<file path="src/rtl/core/bap_pkg.sv">
`timescale 1ns / 1ps
// ----------------------------------------------------------------------------
// bap_pkg: shared types and constants of the block average pixelate core
// Register indexes, field widths, controller states and the command and
// status words between controller and datapath.
// ----------------------------------------------------------------------------
package bap_pkg;

    localparam int PIXEL_W    = 8;
    localparam int COORD_W    = 12;
    localparam int BS_W       = 5;
    localparam int DIM_W      = 13;
    localparam int CFG_IDX_W  = 2;
    localparam int CFG_DATA_W = 13;
    localparam int OUT_DATA_W = 32;

    localparam logic [CFG_IDX_W-1:0] REG_BLOCK_SIZE   = 2'd0;
    localparam logic [CFG_IDX_W-1:0] REG_IMAGE_WIDTH  = 2'd1;
    localparam logic [CFG_IDX_W-1:0] REG_IMAGE_HEIGHT = 2'd2;

    localparam logic [BS_W-1:0]  RST_BLOCK_SIZE   = 5'd2;
    localparam logic [DIM_W-1:0] RST_IMAGE_WIDTH  = 13'd640;
    localparam logic [DIM_W-1:0] RST_IMAGE_HEIGHT = 13'd480;

    localparam logic [PIXEL_W-1:0] AVG_MAX = 8'hFF;

    typedef enum logic [2:0] {
        ST_CLEAR,
        ST_IDLE,
        ST_UPDATE,
        ST_DIV_GO,
        ST_DIV_WAIT,
        ST_OUT
    } bap_state_t;

    typedef enum logic [2:0] {
        DOP_WIDTH,
        DOP_HEIGHT,
        DOP_COLUMN,
        DOP_ROW,
        DOP_AVERAGE
    } div_op_t;

    typedef struct packed {
        logic    accept;
        logic    update;
        logic    clear_write;
        logic    div_start;
        logic    div_capture;
        div_op_t div_op;
        logic    out_load;
    } bap_cmd_t;

    typedef struct packed {
        logic clear_last;
        logic emit;
        logic div_done;
        logic out_busy;
    } bap_status_t;

endpackage

</file>
<file path="src/rtl/core/bap_controller.sv">
`timescale 1ns / 1ps
// ----------------------------------------------------------------------------
// bap_controller: sequencer of the block average pixelate core
// Runs the clearing pass, the setup divisions after reset and configuration,
// the per-word update, the average division and the output load.
// ----------------------------------------------------------------------------
module bap_controller (
    input  logic                  clk,
    input  logic                  rst_n,
    input  logic                  cfg_we,
    input  logic                  s_tvalid,
    output logic                  s_tready,
    output bap_pkg::bap_cmd_t     cmd,
    input  bap_pkg::bap_status_t  stat
);

    import bap_pkg::*;

    bap_state_t state_reg;
    bap_state_t state_next;
    div_op_t    op_reg;
    div_op_t    op_next;
    logic       dirty_reg;
    logic       dirty_next;

    always_ff @(posedge clk or negedge rst_n)
    begin
        if (!rst_n)
        begin
            state_reg <= ST_CLEAR;
            op_reg    <= DOP_WIDTH;
            dirty_reg <= 1'b1;
        end
        else
        begin
            state_reg <= state_next;
            op_reg    <= op_next;
            dirty_reg <= dirty_next;
        end
    end

    always_comb
    begin
        state_next = state_reg;
        op_next    = op_reg;
        dirty_next = dirty_reg;
        s_tready   = 1'b0;
        cmd        = '0;
        cmd.div_op = op_reg;

        case (state_reg)
            ST_CLEAR:
            begin
                cmd.clear_write = 1'b1;
                if (stat.clear_last)
                    state_next = ST_IDLE;
            end
            ST_IDLE:
            begin
                if (dirty_reg)
                begin
                    dirty_next = 1'b0;
                    op_next    = DOP_WIDTH;
                    state_next = ST_DIV_GO;
                end
                else
                begin
                    s_tready = 1'b1;
                    if (s_tvalid)
                    begin
                        cmd.accept = 1'b1;
                        state_next = ST_UPDATE;
                    end
                end
            end
            ST_UPDATE:
            begin
                cmd.update = 1'b1;
                if (stat.emit)
                begin
                    op_next    = DOP_AVERAGE;
                    state_next = ST_DIV_GO;
                end
                else
                begin
                    state_next = ST_IDLE;
                end
            end
            ST_DIV_GO:
            begin
                cmd.div_start = 1'b1;
                state_next    = ST_DIV_WAIT;
            end
            ST_DIV_WAIT:
            begin
                if (stat.div_done)
                begin
                    cmd.div_capture = 1'b1;
                    case (op_reg)
                        DOP_WIDTH:
                        begin
                            op_next    = DOP_HEIGHT;
                            state_next = ST_DIV_GO;
                        end
                        DOP_HEIGHT:
                        begin
                            op_next    = DOP_COLUMN;
                            state_next = ST_DIV_GO;
                        end
                        DOP_COLUMN:
                        begin
                            op_next    = DOP_ROW;
                            state_next = ST_DIV_GO;
                        end
                        DOP_ROW:     state_next = ST_IDLE;
                        DOP_AVERAGE: state_next = ST_OUT;
                        default:     state_next = ST_IDLE;
                    endcase
                end
            end
            ST_OUT:
            begin
                if (!stat.out_busy)
                begin
                    cmd.out_load = 1'b1;
                    state_next   = ST_IDLE;
                end
            end
            default: state_next = ST_IDLE;
        endcase

        // a write re-runs the setup divisions before the next word
        if (cfg_we)
            dirty_next = 1'b1;
    end

endmodule

</file>
<file path="config.mk">
export PLATFORM = sky130hd
export DESIGN_NAME = bap_controller
export DESIGN_NICKNAME = d
export VERILOG_FILES = /design/src/rtl/core/bap_pkg.sv /design/src/rtl/core/bap_controller.sv
export SDC_FILE = /design/constraint.sdc
export NUM_CORES = 1
export LEC_CHECK = 0
export BUFFER_PORTS_ARGS = -buffer_cell sky130_fd_sc_hd__buf_2
export CAP_MARGIN = 20
export CELL_PAD_IN_SITES_DETAIL_PLACEMENT = 1
export CELL_PAD_IN_SITES_GLOBAL_PLACEMENT = 1
export CORE_MARGIN = 2
export CORE_UTILIZATION = 31
export CTS_BUF_LIST = sky130_fd_sc_hd__clkbuf_8
export DETAILED_ROUTE_END_ITERATION = 16
export PLACE_DENSITY = 0.79
export SLEW_MARGIN = 40
export SYNTH_ARGS = -nofsm -noshare
export SYNTH_HDL_FRONTEND = slang
export SYNTH_SLANG_ARGS = --single-unit
</file>
<file path="constraint.sdc">
create_clock -name clk -period 1.5 [get_ports clk]
set_clock_uncertainty 0.2 [all_clocks]
set_input_delay 0.15 -clock clk [delete_from_list [all_inputs] [get_ports clk]]
set_output_delay 0.15 -clock clk [all_outputs]
set_load 0.05 [all_outputs]
</file>
== Yosys cells after proc, flatten, opt, wreduce, memory -nomap -nowiden ==
Index checks and enable logic that the tools add are counted.

* Bits in registers: 7
* Input bits: 8
* Output and inout bits: 10

* Eq/ne operators: 15
* Muxes and demuxes: 27
* Reduce and logical (&&, ||, !) cells: 7

{| class="wikitable"
|+ Operators by type and width
! cell !! count
|-
| 3-bit 2-to-1 mux || 8
|-
| 3-bit case mux with 3 select lines || 2
|-
| 3-bit case mux with 6 select lines || 1
|-
| 1-bit 2-to-1 mux || 14
|-
| 2-bit inequality test, second input constant || 5
|-
| 3-bit by 2-bit equality test with 1-bit output, second input constant || 3
|-
| 3-bit equality test, second input constant || 3
|-
| 3-bit by 1-bit equality test with 1-bit output, second input constant || 2
|-
| 3-bit zero test || 2
|-
| 3-bit case mux with 2 select lines || 1
|-
| 5-bit AND reduction || 1
|-
| 4-bit inequality test, second input constant || 1
|-
| 4-bit AND reduction || 1
|-
| 3-bit inequality test, second input constant || 1
|-
| 3-bit nonzero test || 1
|-
| 3-bit OR reduction || 1
|-
| 2-bit 2-to-1 mux || 1
|-
| 2-bit nonzero test || 1
|}

== Longest topological paths before layout ==
* Word-level depth: 5
* Mapped depth: 5
* Mapped depth without buffers: 4

== Worst setup path after synthesis ==
No wires, ideal clock.

* Path type: register to output
* Start: reg state_reg[2]
* End: out cmd[0] in the netlist's numbering
* Data arrival time: 2,258 ps
* Path slack: -1,108 ps
* Cell stages (with the launch flop): 3
* Path through: dfrtp_1 clkbuf_1 nor4b_1

{| class="wikitable"
|+ RTL lines
! what !! line !! text
|-
| start, declared || bap_controller.sv:19 || <nowiki>bap_state_t state_reg;</nowiki>
|-
| start signal, assigned || bap_controller.sv:36 || <nowiki>state_reg <= state_next;</nowiki>
|-
| end, declared || bap_controller.sv:13 || <nowiki>output bap_pkg::bap_cmd_t cmd,</nowiki>
|}

==> impl_results.md <==
* DR vias at 623
* Failing checks: negative setup slack
* Clock sink total at 7
* Global-route wire length before repair at approximately 3.5 mm
* Clock Pin Slew Worst Setup and Hold Paths at roughly 0.04 ns
* Worst-Margin Slew at 0.250 ns
* DRT Pass-1 Iters at 4
* N_diodes at 0
* Crit path cell chain: or3b_4 > nor2_4 > and2_4 > buf_8
* Yosys reg bits at 7
* Nets at 108
* Antenna violations before repair at 0
* WP buf/inv at 1
* Hold Crit Class: in -> reg
* Lkg Pwr at 0.461 nW
* Starting density of the core at 0.324
* Final Slew Violations at 0
* Yosys cell types at 25
* Worst Setup End Kind: output pin
* Per-cell routed wire length at 20.2 µm
* Avg Inst Size Synth at 8.08 µm²
* Design area at 983 µm²
* Post-Syn Area at 477 µm²
* Rows at 14
* Clock latency on the worst-skew pair at roughly 0.22 ns
* Mux cell area share after synthesis at 0.0236
* Final wirelength at between 2 and 2.5 mm
* GP Congestion at 0.821
* Share of layout cells above drive strength 1 at 0.616
* Final critical-path setup slack at -0.320 ns
* Final period utilization at 1.21
* Final setup fails at 11
* Vias per Instance at ~5.4
* Htree depth at 1
* Seq. cell area at 176 µm²
* Relative slew slack at 0.832
* Final ANT Viol Nets at 0
* Remaining Overflow, GRT at 0
* Area of the die at 1870 µm²
* Area post-placement at 708 µm²
* IO buf count at 17
* Critical path launch point type: register
* Syn nets at 67
* Pin count of the biggest net entering global routing at 8
* Fmax at 549 MHz
* Fillers at approximately 170
* WP data required at 1.15 ns
* CTS tree: built
* Drt drc at 0
* Worst slack at placement at -0.221 ns
* Signal arrival time at the worst endpoint at 1.47 ns
* Core region area at between 1000 and 1500 µm²
* CP delay by family, top: simple AND/OR/NAND/NOR gates
* Slowest stage delay, CP at roughly 0.43 ns
* Die Ht at between 40 and 50 µm
* Max FO, Critical Path at 4
* Layout area overhead at 106%
* RSZ-0062 raised after global routing: true
* XOR/XNOR Fraction of Synth Area at 0
* Hpwl dp at around 1.3 mm
* Max clock buf depth at 2
* Outcome: finished with violations
* Power Density at 2370 nW/µm²
* Post-route minimum period at 1.82 ns
* Main combinational cell family by area after synthesis: simple AND/OR/NAND/NOR gates
* Register area share after synthesis at 0.370
* Number of max-cap violations at 0
* # IOs at 18
* VDD IR max at 1430 µV
* Inserted Clock Buffers at 3
* Die width at 43.2 µm
* Yosys warnings at 0
* CTS root buffer: clkbuf_8
* Multi-input logic area at between 300 and 400 µm²
* Slowest CP cell: or3b_4
* Post-Synth Adder-Cell Area at 0
* Fin. Hold Viols at 0
* Total GRT Usage at 0.260
* Drt initial violations at 9
* Synthesized netlist cell count at 59
* Vias in the first global route at 724
* Compound-Gate Fraction of Synth Area at 0.281
* Critical path type: reg -> out
* Synth Area in Simple Gates at 0.286
==> worst register-to-register path: stages (launching register included) <==
cell	delay, ns
dfrtp_1	0.42
or3b_4	0.43
or2_1	0.28
nand2_1	0.09
o2bb2a_1	0.21
==> Yosys cell counts <==
library cell	n	area share
inv_1	2	0.016
nand2b_1	3	0.039
a211oi_1	1	0.016
buf_1	1	0.0079
dfrtp_1	6	0.31
o31ai_1	1	0.016
nor2_1	4	0.031
dfstp_2	1	0.055
nor4b_1	1	0.018
clkbuf_1	2	0.016
o2bb2a_1	1	0.021
nor3b_1	1	0.016
a21o_1	2	0.031
a21boi_0	1	0.016
or2_1	1	0.013
and2_1	3	0.039
o21ai_0	5	0.052
nand2_1	5	0.039
nor2b_1	1	0.013
o22a_1	2	0.037
nor3_1	5	0.052
mux2_2	1	0.024
or3b_4	1	0.024
a32oi_1	1	0.018
a21oi_1	7	0.073
==> layer usage <==
layer,GRT usage,up-vias,share of wire
met3,0.0383,4,0.019
met4,0.115,0,0.019
li1,-,295,-
met5,0,-,0
met1,0.288,313,0.41
met2,0.478,11,0.55
==> final timing paths <==
| path | from | to | slack, ns | cells after the start |
|---|---|---|---|---|
| setup reg to reg | state_reg[2]$_DFFE_PN0P_ | op_reg[0]$_DFFE_PN0P_ | -0.24 | 4 |
| max in group asynchronous | rst_n | dirty_reg$_DFFE_PN1P_ | 0.75 | 2 |
| hold reg to reg | dirty_reg$_DFFE_PN1P_ | dirty_reg$_DFFE_PN1P_ | 0.38 | 1 |
| setup / recovery | state_reg[2]$_DFFE_PN0P_ | cmd[8] | -0.32 | 4 |
| hold / removal | stat[1] | state_reg[0]$_DFFE_PN0P_ | 0.08 | 2 |
| min in group asynchronous | rst_n | op_reg[0]$_DFFE_PN0P_ | 0.12 | 2 |
==> cells in the final DEF (no fill, tap or decap), drive strengths merged, types with 2 or more instances in the layout <==
cell,netlist,routed
dfrtp,6,6
nand2,5,5
buf,1,37
o21ai,5,5
inv,2,2
clkbuf,2,3
nor2,4,4
a21oi,7,7
o22a,2,2
dlygate4sd3,0,2
and2,3,3
nand2b,3,3
a21o,2,2
nor3,5,5
==> through the flow <==
| step | setup TNS, ns | power (mW) | cells | hold WS (ns) | util |
|---|---|---|---|---|---|
| after floorplan | -0.639 | 1.17 | 59 | -0.346 | - |
| after global placement | -0.566 | 1.52 | 101 | -0.205 | 0.481 |
| after detailed placement | -0.889 | 1.56 | 101 | -0.206 | 0.481 |
| after CTS | -1.48 | 2.12 | 111 | 0.0588 | 0.630 |
| after global routing | -2.39 | 2.45 | 115 | 0.0740 | 0.668 |
| final | -1.91 | 2.33 | 115 | 0.0771 | 0.668 |
==> logic make-up after synthesis <==
| logic type | count (synthesis) |
|---|---|
| simple gates | 25 |
| buf+inv | 5 |
| mux | 1 |
| flops | 7 |
| compound gates | 21 |
==> report_power, final <==
part | internal [mW] | switching (mW)
Clock | 0.177 | 0.0788
Combinational | 0.767 | 0.941
Sequential | 0.276 | 0.0907
Total | 1.22 | 1.11
==> repair_timing <==
action | 4_1_cts | 5_1_grt
buffers inserted | 4 | 4
resized for setup | 33 | 8
endpoints found under the setup margin | 11 | 13
pin swaps | 6 | 3
endpoints found under the hold margin | 8 | 0
hold buffers | 2 | 0
==> cell type report <==
| type | count | share of cell area |
|---|---|---|
| clock buffer | 3 | 0.0420 |
| clock inverter | 1 | 0.00382 |
| inverter | 2 | 0.0115 |
| multi-input combinational | 47 | 0.401 |
| sequential | 7 | 0.179 |
| tap | 16 | 0.0204 |
| timing repair buffer | 39 | 0.342 |
No activity file was read; power rests on OpenSTA's default activity.
